File: src/rtl/core/gregorian_day_number_converter_defines.svh
// Assertion macros for the Gregorian day number converter.
// Taken in by gregorian_day_number_converter.sv; no other dependencies.
`ifndef GREGORIAN_DAY_NUMBER_CONVERTER_DEFINES_SVH
`define GREGORIAN_DAY_NUMBER_CONVERTER_DEFINES_SVH

// Consequent must hold in the same cycle as the antecedent.
`define GDNC_ASSERT_SAME(lbl, clk, rst, ante, cons) \
   lbl: assert property (@(posedge clk) disable iff (rst) (ante) |-> (cons)) \
      else $error("gdnc: same-cycle check failed");

// Consequent must hold in the cycle after the antecedent.
`define GDNC_ASSERT_NEXT(lbl, clk, rst, ante, cons) \
   lbl: assert property (@(posedge clk) disable iff (rst) (ante) |=> (cons)) \
      else $error("gdnc: next-cycle check failed");

`endif

File: src/rtl/core/gdnc_pkg.sv
// Constants, reciprocals and month tables for the Gregorian day number converter.
// No dependencies.
`timescale 1ns / 1ps

package gdnc_pkg;

   localparam int YEAR_W      = 16;
   localparam int MONTH_IN_W  = 6;
   localparam int DAY_IN_W    = 6;
   localparam int SDN_W       = 23;
   localparam int MONTH_OUT_W = 4;
   localparam int DAY_OUT_W   = 5;

   localparam int OFFSET_DAYS   = 32045;
   localparam int FIVE_MONTHS   = 153;
   localparam int FOUR_YEARS    = 1461;
   localparam int FOUR_CENTS    = 146097;
   localparam int EPOCH_YEAR    = 4800;
   localparam int EPOCH_YEAR_BC = 4801;
   localparam int FIRST_YEAR    = 4714;
   localparam int CENTURY       = 100;
   localparam int MAX_DAYNUM    = (1 << SDN_W) - 1;

   // earliest accepted date: 25 Nov 4714 BC
   localparam logic signed [YEAR_W-1:0] EARLIEST_YEAR = YEAR_W'(-FIRST_YEAR);
   localparam int FIRST_MONTH_BC = 11;
   localparam int FIRST_DAY_BC   = 25;

   localparam int FEBRUARY       = 2;
   localparam int MARCH          = 3;
   localparam int DECEMBER       = 12;
   localparam int MONTHS_TO_JAN  = 9;   // March-based month index to Jan/Feb
   localparam int FIRST_NEXT_YR  = 10;  // March-based index of January
   localparam int MAX_MDAY       = 31;

   // (4*(sdn+OFFSET)-1) bias
   localparam int T_BIAS = 4 * OFFSET_DAYS - 1;

   // exact floor division by reciprocal multiply: ceil(2^S/D), S = N + ceil(log2 D)
   localparam int     CENT_SHIFT = 23;  // 16-bit dividend
   localparam longint CENT_RECIP = ((longint'(1) << CENT_SHIFT) + CENTURY - 1) / CENTURY;
   localparam int     FC_SHIFT   = 44;  // 26-bit dividend
   localparam longint FC_RECIP   = ((longint'(1) << FC_SHIFT) + FOUR_CENTS - 1) / FOUR_CENTS;
   localparam int     FY_SHIFT   = 29;  // 18-bit dividend
   localparam longint FY_RECIP   = ((longint'(1) << FY_SHIFT) + FOUR_YEARS - 1) / FOUR_YEARS;

   // days before March-based month mo, i.e. (mo*153+2)/5
   function automatic logic [8:0] month_start(input logic [3:0] mo);
      logic [8:0] r;
      case (mo)
         4'd0:    r = 9'd0;
         4'd1:    r = 9'd31;
         4'd2:    r = 9'd61;
         4'd3:    r = 9'd92;
         4'd4:    r = 9'd122;
         4'd5:    r = 9'd153;
         4'd6:    r = 9'd184;
         4'd7:    r = 9'd214;
         4'd8:    r = 9'd245;
         4'd9:    r = 9'd275;
         4'd10:   r = 9'd306;
         4'd11:   r = 9'd337;
         default: r = 9'd0;
      endcase
      return r;
   endfunction

   // length of calendar month 1..12
   function automatic logic [4:0] month_length(input logic [3:0] month, input logic leap);
      logic [4:0] r;
      case (month)
         4'd2:                     r = leap ? 5'd29 : 5'd28;
         4'd4, 4'd6, 4'd9, 4'd11:  r = 5'd30;
         default:                  r = 5'd31;
      endcase
      return r;
   endfunction

endpackage

File: src/rtl/core/gregorian_day_number_converter.sv
// Six-stage pipeline; the result is presented from the stage 6 result register.
// Throughput one beat per cycle while rsp_ready is high; no path in a stage
// crosses more than one constant multiply, so the stage count sets the latency.
// req_ready drops only when all six stages are full and rsp_ready is low.
// Synchronous reset empties the pipeline; data registers are not reset.
// Depends on gdnc_pkg and gregorian_day_number_converter_defines.svh.
`timescale 1ns / 1ps
`include "gregorian_day_number_converter_defines.svh"

module gregorian_day_number_converter (
   input  logic                                  clock,
   input  logic                                  reset,
   input  logic                                  req_valid,
   output logic                                  req_ready,
   input  logic                                  req_action,
   input  logic signed [gdnc_pkg::YEAR_W-1:0]    req_year_in,
   input  logic [gdnc_pkg::MONTH_IN_W-1:0]       req_month_in,
   input  logic [gdnc_pkg::DAY_IN_W-1:0]         req_day_in,
   input  logic [gdnc_pkg::SDN_W-1:0]            req_day_number_in,
   output logic                                  rsp_valid,
   input  logic                                  rsp_ready,
   output logic                                  rsp_valid_res,
   output logic [gdnc_pkg::SDN_W-1:0]            rsp_day_number_out,
   output logic signed [gdnc_pkg::YEAR_W-1:0]    rsp_year_out,
   output logic [gdnc_pkg::MONTH_OUT_W-1:0]      rsp_month_out,
   output logic [gdnc_pkg::DAY_OUT_W-1:0]        rsp_day_out
);

   typedef struct packed {
      logic              act;
      logic signed [15:0] year;
      logic [5:0]        month;
      logic [5:0]        day;
      logic [22:0]       sdn;
   } s1_type;

   typedef struct packed {
      logic        act;
      logic        ok;
      logic [15:0] yr;
      logic [15:0] yr0;
      logic [8:0]  q_yr;
      logic [8:0]  q_yr0;
      logic [3:0]  mo;
      logic [3:0]  month;
      logic [4:0]  day;
      logic        nz;
      logic [25:0] t;
      logic [7:0]  cent;
   } s2_type;

   typedef struct packed {
      logic        act;
      logic        ok;
      logic [6:0]  ya;
      logic [24:0] ctm;
      logic        leap;
      logic [3:0]  mo;
      logic [3:0]  month;
      logic [4:0]  day;
      logic        nz;
      logic [17:0] t2;
      logic [14:0] cent100;
   } s3_type;

   typedef struct packed {
      logic        act;
      logic        day_ok;
      logic [24:0] part;
      logic [15:0] yt;
      logic        nz;
      logic [17:0] t2;
      logic [14:0] cent100;
      logic [6:0]  yq;
   } s4_type;

   typedef struct packed {
      logic              act;
      logic              a_valid;
      logic [22:0]       sdn;
      logic              nz;
      logic [8:0]        off;
      logic signed [15:0] ybase;
   } s5_type;

   typedef struct packed {
      logic              valid_res;
      logic [22:0]       dn;
      logic signed [15:0] year;
      logic [3:0]        month;
      logic [4:0]        day;
   } out_type;

   logic [5:0] full_ff, full_in;
   logic [5:0] adv;

   s1_type  s1_ff, s1_in;
   s2_type  s2_ff, s2_in;
   s3_type  s3_ff, s3_in;
   s4_type  s4_ff, s4_in;
   s5_type  s5_ff, s5_in;
   out_type out_ff, out_in;

   // ---------------- flow control ----------------
   always_comb begin
      adv[5] = !full_ff[5] || rsp_ready;
      for (int k = 4; k >= 0; k--) begin
         adv[k] = !full_ff[k] || adv[k+1];
      end
      full_in[0] = adv[0] ? req_valid : full_ff[0];
      for (int k = 1; k < 6; k++) begin
         full_in[k] = adv[k] ? full_ff[k-1] : full_ff[k];
      end
   end

   assign req_ready = adv[0];
   assign rsp_valid = full_ff[5];

   always_ff @(posedge clock) begin
      if (reset) begin
         full_ff <= '0;
      end else begin
         full_ff <= full_in;
      end
   end

   // ---------------- stage 1: input register ----------------
   always_comb begin
      s1_in.act   = req_action;
      s1_in.year  = req_year_in;
      s1_in.month = req_month_in;
      s1_in.day   = req_day_in;
      s1_in.sdn   = req_day_number_in;
   end

   // ---------------- stage 2: range checks, divide by 100 and by 146097 ----------------
   logic [32:0] s2_prod_yr, s2_prod_yr0;
   logic [52:0] s2_prod_t;
   logic        s2_year_ok, s2_month_ok, s2_day_ok, s2_too_early;

   always_comb begin
      s2_year_ok  = (s1_ff.year != '0) && (s1_ff.year >= gdnc_pkg::EARLIEST_YEAR);
      s2_month_ok = (s1_ff.month != '0) && (s1_ff.month <= 6'(gdnc_pkg::DECEMBER));
      s2_day_ok   = (s1_ff.day != '0) && (s1_ff.day <= 6'(gdnc_pkg::MAX_MDAY));
      s2_too_early = (s1_ff.year == gdnc_pkg::EARLIEST_YEAR) &&
                     ((s1_ff.month < 6'(gdnc_pkg::FIRST_MONTH_BC)) ||
                      ((s1_ff.month == 6'(gdnc_pkg::FIRST_MONTH_BC)) &&
                       (s1_ff.day < 6'(gdnc_pkg::FIRST_DAY_BC))));

      s2_in.act = s1_ff.act;
      s2_in.ok  = s2_year_ok && s2_month_ok && s2_day_ok && !s2_too_early;

      // no year zero: BC years shift one further
      s2_in.yr0 = s1_ff.year[15] ? 16'(s1_ff.year + 16'(gdnc_pkg::EPOCH_YEAR_BC))
                                 : 16'(s1_ff.year + 16'(gdnc_pkg::EPOCH_YEAR));
      if (s1_ff.month > 6'(gdnc_pkg::FEBRUARY)) begin
         s2_in.yr = s2_in.yr0;
         s2_in.mo = 4'(s1_ff.month - 6'(gdnc_pkg::MARCH));
      end else begin
         s2_in.yr = s2_in.yr0 - 16'd1;
         s2_in.mo = 4'(s1_ff.month + 6'(gdnc_pkg::MONTHS_TO_JAN));
      end

      s2_prod_yr  = 33'(s2_in.yr)  * 33'(gdnc_pkg::CENT_RECIP);
      s2_prod_yr0 = 33'(s2_in.yr0) * 33'(gdnc_pkg::CENT_RECIP);
      s2_in.q_yr  = s2_prod_yr[31:23];
      s2_in.q_yr0 = s2_prod_yr0[31:23];
      s2_in.month = s1_ff.month[3:0];
      s2_in.day   = s1_ff.day[4:0];

      s2_in.nz   = (s1_ff.sdn != '0);
      s2_in.t    = {1'b0, s1_ff.sdn, 2'b00} + 26'(gdnc_pkg::T_BIAS);
      s2_prod_t  = 53'(s2_in.t) * 53'(gdnc_pkg::FC_RECIP);
      s2_in.cent = s2_prod_t[51:44];
   end

   // ---------------- stage 3: remainders, century term, leap year ----------------
   logic [15:0] s3_r0;
   logic [25:0] s3_r1;
   logic [26:0] s3_ctm_full;

   always_comb begin
      s3_in.act   = s2_ff.act;
      s3_in.ok    = s2_ff.ok;
      s3_in.ya    = 7'(s2_ff.yr - 16'(s2_ff.q_yr * 16'(gdnc_pkg::CENTURY)));
      s3_ctm_full = 27'(s2_ff.q_yr) * 27'(gdnc_pkg::FOUR_CENTS);
      s3_in.ctm   = s3_ctm_full[26:2];
      s3_r0       = s2_ff.yr0 - 16'(s2_ff.q_yr0 * 16'(gdnc_pkg::CENTURY));
      s3_in.leap  = (s2_ff.yr0[1:0] == 2'd0) && ((s3_r0 != '0) || (s2_ff.q_yr0[1:0] == 2'd0));
      s3_in.mo    = s2_ff.mo;
      s3_in.month = s2_ff.month;
      s3_in.day   = s2_ff.day;

      s3_in.nz      = s2_ff.nz;
      s3_r1         = s2_ff.t - 26'(26'(s2_ff.cent) * 26'(gdnc_pkg::FOUR_CENTS));
      // (r/4)*4+3
      s3_in.t2      = {s3_r1[17:2], 2'b11};
      s3_in.cent100 = 15'(15'(s2_ff.cent) * 15'(gdnc_pkg::CENTURY));
   end

   // ---------------- stage 4: year-in-century term, month length, divide by 1461 ----------------
   logic [17:0] s4_yt_full;
   logic [36:0] s4_prod_t2;

   always_comb begin
      s4_in.act    = s3_ff.act;
      s4_in.day_ok = s3_ff.ok &&
                     (s3_ff.day <= gdnc_pkg::month_length(s3_ff.month, s3_ff.leap));
      s4_in.part   = s3_ff.ctm + 25'(gdnc_pkg::month_start(s3_ff.mo)) + 25'(s3_ff.day);
      s4_yt_full   = 18'(s3_ff.ya) * 18'(gdnc_pkg::FOUR_YEARS);
      s4_in.yt     = s4_yt_full[17:2];

      s4_in.nz      = s3_ff.nz;
      s4_in.t2      = s3_ff.t2;
      s4_in.cent100 = s3_ff.cent100;
      s4_prod_t2    = 37'(s3_ff.t2) * 37'(gdnc_pkg::FY_RECIP);
      s4_in.yq      = s4_prod_t2[35:29];
   end

   // ---------------- stage 5: day number sum, day of year ----------------
   logic [24:0] s5_sdn_w;
   logic [17:0] s5_r2;

   always_comb begin
      s5_in.act     = s4_ff.act;
      s5_sdn_w      = s4_ff.part + 25'(s4_ff.yt) - 25'(gdnc_pkg::OFFSET_DAYS);
      s5_in.a_valid = s4_ff.day_ok && (s5_sdn_w <= 25'(gdnc_pkg::MAX_DAYNUM));
      s5_in.sdn     = s5_sdn_w[22:0];

      s5_in.nz    = s4_ff.nz;
      s5_r2       = s4_ff.t2 - 18'(18'(s4_ff.yq) * 18'(gdnc_pkg::FOUR_YEARS));
      s5_in.off   = s5_r2[10:2];
      s5_in.ybase = 16'(16'(s4_ff.cent100) + 16'(s4_ff.yq) - 16'(gdnc_pkg::EPOCH_YEAR));
   end

   // ---------------- stage 6: month search, year fix-up, result register ----------------
   logic [3:0]         s6_mo;
   logic [8:0]         s6_dy;
   logic signed [15:0] s6_year;

   always_comb begin
      s6_mo = '0;
      for (int k = 1; k < 12; k++) begin
         if (s5_ff.off >= gdnc_pkg::month_start(4'(k))) begin
            s6_mo = 4'(k);
         end
      end
      s6_dy   = s5_ff.off - gdnc_pkg::month_start(s6_mo) + 9'd1;
      s6_year = s5_ff.ybase;
      if (s6_mo >= 4'(gdnc_pkg::FIRST_NEXT_YR)) begin
         s6_year = s6_year + 16'sd1;
      end
      // no year zero
      if (s6_year <= 16'sd0) begin
         s6_year = s6_year - 16'sd1;
      end

      out_in = '0;
      if (!s5_ff.act) begin
         out_in.valid_res = s5_ff.a_valid;
         out_in.dn        = s5_ff.a_valid ? s5_ff.sdn : '0;
      end else if (s5_ff.nz) begin
         out_in.valid_res = 1'b1;
         out_in.year      = s6_year;
         out_in.month     = (s6_mo < 4'(gdnc_pkg::FIRST_NEXT_YR))
                            ? s6_mo + 4'(gdnc_pkg::MARCH)
                            : s6_mo - 4'(gdnc_pkg::MONTHS_TO_JAN);
         out_in.day       = s6_dy[4:0];
      end
   end

   always_ff @(posedge clock) begin
      if (adv[0]) s1_ff  <= s1_in;
      if (adv[1]) s2_ff  <= s2_in;
      if (adv[2]) s3_ff  <= s3_in;
      if (adv[3]) s4_ff  <= s4_in;
      if (adv[4]) s5_ff  <= s5_in;
      if (adv[5]) out_ff <= out_in;
   end

   assign rsp_valid_res      = out_ff.valid_res;
   assign rsp_day_number_out = out_ff.dn;
   assign rsp_year_out       = out_ff.year;
   assign rsp_month_out      = out_ff.month;
   assign rsp_day_out        = out_ff.day;

   // ---------------- assertions ----------------
   `GDNC_ASSERT_SAME(a_dn_only, clock, reset, rsp_valid && (rsp_day_number_out != '0),
      rsp_valid_res && (rsp_year_out == '0) && (rsp_month_out == '0) && (rsp_day_out == '0))
   `GDNC_ASSERT_SAME(a_date_only, clock, reset, rsp_valid && (rsp_month_out != '0),
      rsp_valid_res && (rsp_month_out <= 4'd12) && (rsp_day_out != '0) &&
      (rsp_day_number_out == '0))
   `GDNC_ASSERT_SAME(a_full_stall, clock, reset, (&full_ff) && !rsp_ready, !req_ready)
   `GDNC_ASSERT_NEXT(a_accept_fill, clock, reset, req_valid && req_ready, full_ff[0])

endmodule

File: config.mk
export PLATFORM = sky130hd
export DESIGN_NAME = gregorian_day_number_converter
export DESIGN_NICKNAME = d
export VERILOG_FILES = /design/src/rtl/core/gdnc_pkg.sv /design/src/rtl/core/gregorian_day_number_converter.sv
export VERILOG_INCLUDE_DIRS = /design/src /design/src/rtl/core
export SDC_FILE = /design/constraint.sdc
export NUM_CORES = 2
export LEC_CHECK = 0
export BUFFER_PORTS_ARGS = -buffer_cell sky130_fd_sc_hd__buf_2
export CELL_PAD_IN_SITES_DETAIL_PLACEMENT = 0
export CELL_PAD_IN_SITES_GLOBAL_PLACEMENT = 1
export CORE_MARGIN = 5
export CORE_UTILIZATION = 29
export CTS_CLUSTER_DIAMETER = 60
export DETAILED_ROUTE_END_ITERATION = 12
export GPL_TIMING_DRIVEN = 0
export PLACE_DENSITY = 0.49
export SLEW_MARGIN = 15
export SYNTH_ARGS = -nofsm -noshare
export SYNTH_HDL_FRONTEND = slang
export SYNTH_SLANG_ARGS = --single-unit
File: constraint.sdc
create_clock -name clock -period 11.45 [get_ports clock]
set_clock_uncertainty 0.05 [all_clocks]
set_input_delay 1.145 -clock clock [delete_from_list [all_inputs] [get_ports clock]]
set_output_delay 1.145 -clock clock [all_outputs]
set_load 0.01 [all_outputs]
Word level (Yosys, flattened, before mapping)
Memory sizes are Yosys's and may differ from the RTL's. A register that Yosys moved wholly into a read port is not among the register bits. Index checks and enable logic that the tools add are counted.

$add $sub $neg: 22. $mul: 11. $lt $le $gt $ge: 22. Equal/unequal tests: 7. Muxes and demuxes: 22. Bitwise logic cells: 1. Reduce and logical (&&, ||, !) cells: 36.

Operator list (count): 16-bit by 17-bit multiplier with 32-bit output (second input constant) (2); 16-bit two-way mux (4); 4-bit two-way mux (13); 26-bit by 24-bit multiplier with 49-bit output (second input constant) (1); 9-bit by 8-bit greater-or-equal comparator with 1-bit output (second input constant) (4); 18-bit by 19-bit multiplier with 36-bit output (second input constant) (1); 16-bit by 14-bit adder with 16-bit output (second input constant) (2); 16-bit nonzero test (2); 9-bit greater-or-equal comparator (second input constant) (3); 9-bit by 18-bit multiplier with 27-bit output (second input constant) (1); 25-bit by 17-bit adder with 26-bit output (second input constant) (1); 25-bit by 16-bit adder with 25-bit output (1); 25-bit by 5-bit adder with 25-bit output (1); 25-bit by 9-bit adder with 25-bit output (1); 25-bit by 23-bit less-or-equal comparator with 1-bit output (second input constant) (1); 25-bit by 15-bit subtractor with 25-bit output (second input constant) (1); 23-bit nonzero test (1); 9-bit by 7-bit greater-or-equal comparator with 1-bit output (second input constant) (2); 7-bit by 11-bit multiplier with 18-bit output (second input constant) (1); 8-bit by 18-bit multiplier with 18-bit output (second input constant) (1); 18-bit subtractor (1); 15-bit by 7-bit adder with 16-bit output (1); 16-bit by 2-bit adder with 16-bit output (second input constant) (1); 16-bit by 14-bit == test with 1-bit output (second input constant) (1); 43 further kinds (73).

Register bits: 392. Memory bits (read-only): 288. Input port bits: 56. Memories kept: 2.

Memories: (no name shown) (words 16, bits a word 9, read ports 1, clocked after memory_dff 0, write ports 0, RTL line gdnc_pkg.sv:50) `case (mo)`; (no name shown) (words 16, bits a word 9, read ports 1, clocked after memory_dff 1, write ports 0, RTL line gdnc_pkg.sv:50).

Depth between registers and ports, before layout
Depth after elaboration: 16. Mapped depth: 35. Depth with buffers taken out: 35.

Worst setup path before layout
No wires, ideal clock.

Path type: reg-to-reg. From: register s1_ff[2] (netlist name). To: register s2_ff[7] (netlist name) (data pin). Library setup time: 0.260 ns. Data arrival time: 7.984 ns. Required time: 11.140 ns. Setup slack: 3.156 ns. Stages on the path, launching flop included: 30. Period minus slack after synthesis: 8.294 ns. Cells stage by stage: edfxtp_1 > inv_1 > ha_1 > inv_1 > a21oi_1 > nand3b_1 > inv_1 > o21ai_0 > nand2b_1 > or4_1 > xor2_1 > inv_1 > ha_1 > ha_1 > fa_1 > inv_1 > fa_1 > fa_1 > fa_1 > inv_1 > fa_1 > ha_1 > nand4_1 > or4_1 > a211oi_1 > o311ai_0 > a311oi_1 > o21a_1 > nor2_1 > xnor2_1.

RTL lines: start: declaration (RTL line gregorian_day_number_converter.sv:97) `s1_type s1_ff, s1_in;`; start signal: assignment (RTL line gregorian_day_number_converter.sv:273) `if (adv[0]) s1_ff <= s1_in;`; end signal: assignment (RTL line gregorian_day_number_converter.sv:274) `if (adv[1]) s2_ff <= s2_in;`; end: declaration (RTL line gregorian_day_number_converter.sv:98) `s2_type s2_ff, s2_in;`.

==> impl_metrics.csv <==
group,metric,value,unit
outcome,run_status,"finished, final reports clean",
timing,tns,0,ns
timing,fmax,94.2,MHz
layout,drive_gt1_frac,0.0610,
cts,cts_tree,"yes",
floorplanning,core,174000,um^2
detailed_routing,ant_nets,0,
grt,grt_first_pass_wirelength,195000,um
synth,synth-seq-cells,399,
detailed_routing,vias,31100,
grt,use_met2,0.224,
floorplanning,die_w,429,um
synth,synth_top_cells_by_count,"1150 x inv_1, 1002 x ha_1, 655 x fa_1",
layout,multi_input_area,34900,um^2
timing,worst_pin_slew,1.23,ns
critical_path,cpMostUsedCell,"inv_1",
cts,cts_max_path_buffers,3,
grt,busiest_layer,"met2",
critical_path,critical_path_class,"reg -> reg",
critical_path,cpMaxStageDelayCell,"o311ai_0",
layout,postLayoutCoreUtil,0.327,
hold_path,hold_class,"reg -> reg",
layout,seqCellArea,11800,um^2
critical_path,r2r_slack,0.84,ns
timing,setup-violations-final,0,
cts,htree_levels,3,
grt,groute.usage.overall,0.135,
synth,synth_area_leader_cell,"fa_1",
placed_design,place_congestion,0.826,
critical_path,arrival,10.95,ns
cts,clock_latency,0.65,ns
detailed_routing,drtIter0Drc,1075,
layout,finalNetCount,6553,
layout,fillers,17700,
synth,synth_enable_flop_cells,384,
cts,root_buffer,"clkbuf_16",
synth,yosysMostFrequentCell,"inv_1",
synth,yosysSeqAreaShare,0.232,
critical_path,cpPeakStageDelay,0.72,ns
placed_design,port_buffers,106,
floorplanning,die_y,429,um
synth,synth.area.top_cells,"fa_1 26%, ha_1 25%, edfxtp_1 23%, inv_1 8.5%, xnor2_1 3.5%",
floorplanning,rows,153,
floorplanning,floorplan.initialDensity,0.292,
timing,relSlewSlack,0.175,
synth,synth_cells,4654,
critical_path,cp-end-kind,"register",
grt,globalRoute.totalOverflow,0,
layout,area_growth,11.9,%
detailed_routing,viasPerCell,4.30,
grt,antenna_found_initial,4,
timing,timing.final.max_slew_violations,0,
synth,yosysWarnings,0,
critical_path,critical_path.startpoint_type,"register",
synth,syn-num-nets,6367,
detailed_routing,post_drt_wl_per_cell,16.7,um
synth,ys.flop_type,"edfxtp_1",
detailed_routing,drc,0,
synth,synth_cell_types,87,
grt,grt_pass1_vias,33900,
floorplanning,dieArea,184000,um^2
critical_path,crit_fanout,7,
floorplanning,ios,107,
synth,synth_area_per_cell,11.0,um^2
synth,async_flop_share,0,
timing,rsz0062_at_grt,"false",
timing,hold_violations,0,
grt,grt.met1_usage,0.184,
cts,cts_buffers,66,
synth,yosys.area.top_type_share,0.257,
grt,met3_usage,0.0165,
synth,synth.cell_area,51000,um^2
detailed_routing,routed_wl,121000,um
cts,clk_pin_slew,0.06,ns
timing,min_period,10.61,ns
critical_path,worstPathRequired,11.79,ns
grt,grt_max_degree,51,
cts,cts.sinks,399,
run,maxCapViolCount,0,
detailed_routing,first_pass_iters,5,
placed_design,detailed_place_hpwl,105000,um
timing,post-route-period-util,0.927,
[cells by family (layout without fill, tap and decap cells)]
family,after synthesis,count (layout),synth area share
and+or+nand+nor,598,598,0.0578
buffers and inverters,1174,1406,0.0868
AOI/OAI and AO/OA,533,533,0.0692
other,0,17,0
xor gates and xnor gates,281,281,0.0487
DFF,399,399,0.232
muxes,12,12,0.00238
adders and majority gates,1657,1657,0.503
[placed cells by master (no fill, tap or decap), types with 27 or more instances in the layout]
master,synthesis,routed
inv_1,1150,1147
ha_1,1002,1002
fa_1,655,655
edfxtp_1,384,384
xnor2_1,204,197
nor2_1,173,173
a21oi_1,157,157
nand2_1,128,126
buf_2,9,115
o21ai_0,93,93
xor2_1,74,72
clkbuf_16,0,67
a21o_1,64,64
nor3_1,54,54
nand3_1,50,49
and2_1,34,34
nand4_1,27,27
[critical path, delay by kind of cell, from the launching register on]
family                     cells  cell delay, ns
and+or+nand+nor                5            1.16
AOI/OAI and AO/OA              8            2.61
adders and majority gates      9            4.29
DFF                            1            0.54
xor gates and xnor gates       2            0.55
buffers and inverters          6            1.11
[what timing repair did]
action | in CTS | in global routing
gates resized for setup | 0 | 4
endpoints found under the setup margin | 0 | 4
hold buffers | 0 | 0
buffers inserted | 0 | 0
endpoints found under the hold margin | 0 | 0
[area by class of cell]
cell class                 instances  share of cell area
clock inverter                    43             0.00971
multi-input combinational       3081               0.611
sequential                       399               0.207
inverter                        1152              0.0758
timing repair buffer             118              0.0130
buffer                            22             0.00178
clock buffer                      71              0.0296
tap                             2325              0.0510
antenna                           17            0.000745
[flip-flops by register name, summed over array words and instances (netlist names), 6 cells and up, named ones only]
signal / count
s2_ff: 81
s3_ff: 78
s4_ff: 73
s1_ff: 52
s5_ff: 51
rsp_day_number_out: 23
rsp_year_out: 16
full_ff: 6
[final timing paths]
kind	endpoint	depth (start not counted)	startpoint
worst min-delay path	s4_ff[9]	0	s3_ff[2]
worst min register to register	s4_ff[9]	0	s3_ff[2]
worst max register to register	s2_ff[7]	30	s1_ff[2]
worst max-delay path	s2_ff[7]	30	s1_ff[2]
[through the flow]
step / hold slack (ns) / setup WS (ns) / instance area [um^2] / cells
2_1_floorplan: 0.350 / 3.16 / 51000 / 4654
3_3_place_gp: 0.355 / 0.199 / 54400 / 7085
3_5_place_dp: 0.355 / 0.276 / 54700 / 7097
4_1_cts: 0.353 / 0.250 / 57000 / 7211
5_1_grt: 0.374 / 0.0475 / 57100 / 7227
6_report: 0.366 / 0.840 / 57100 / 7228
[metal layers]
metal,up-vias,part of all wire
met5,-,0
met4,0,0.026
met3,103,0.026
met2,259,0.47
met1,15000,0.48
li1,15700,-
Power is not shown: default switching activity piles up to over one toggle a cycle in this logic, so the estimate is an artifact.
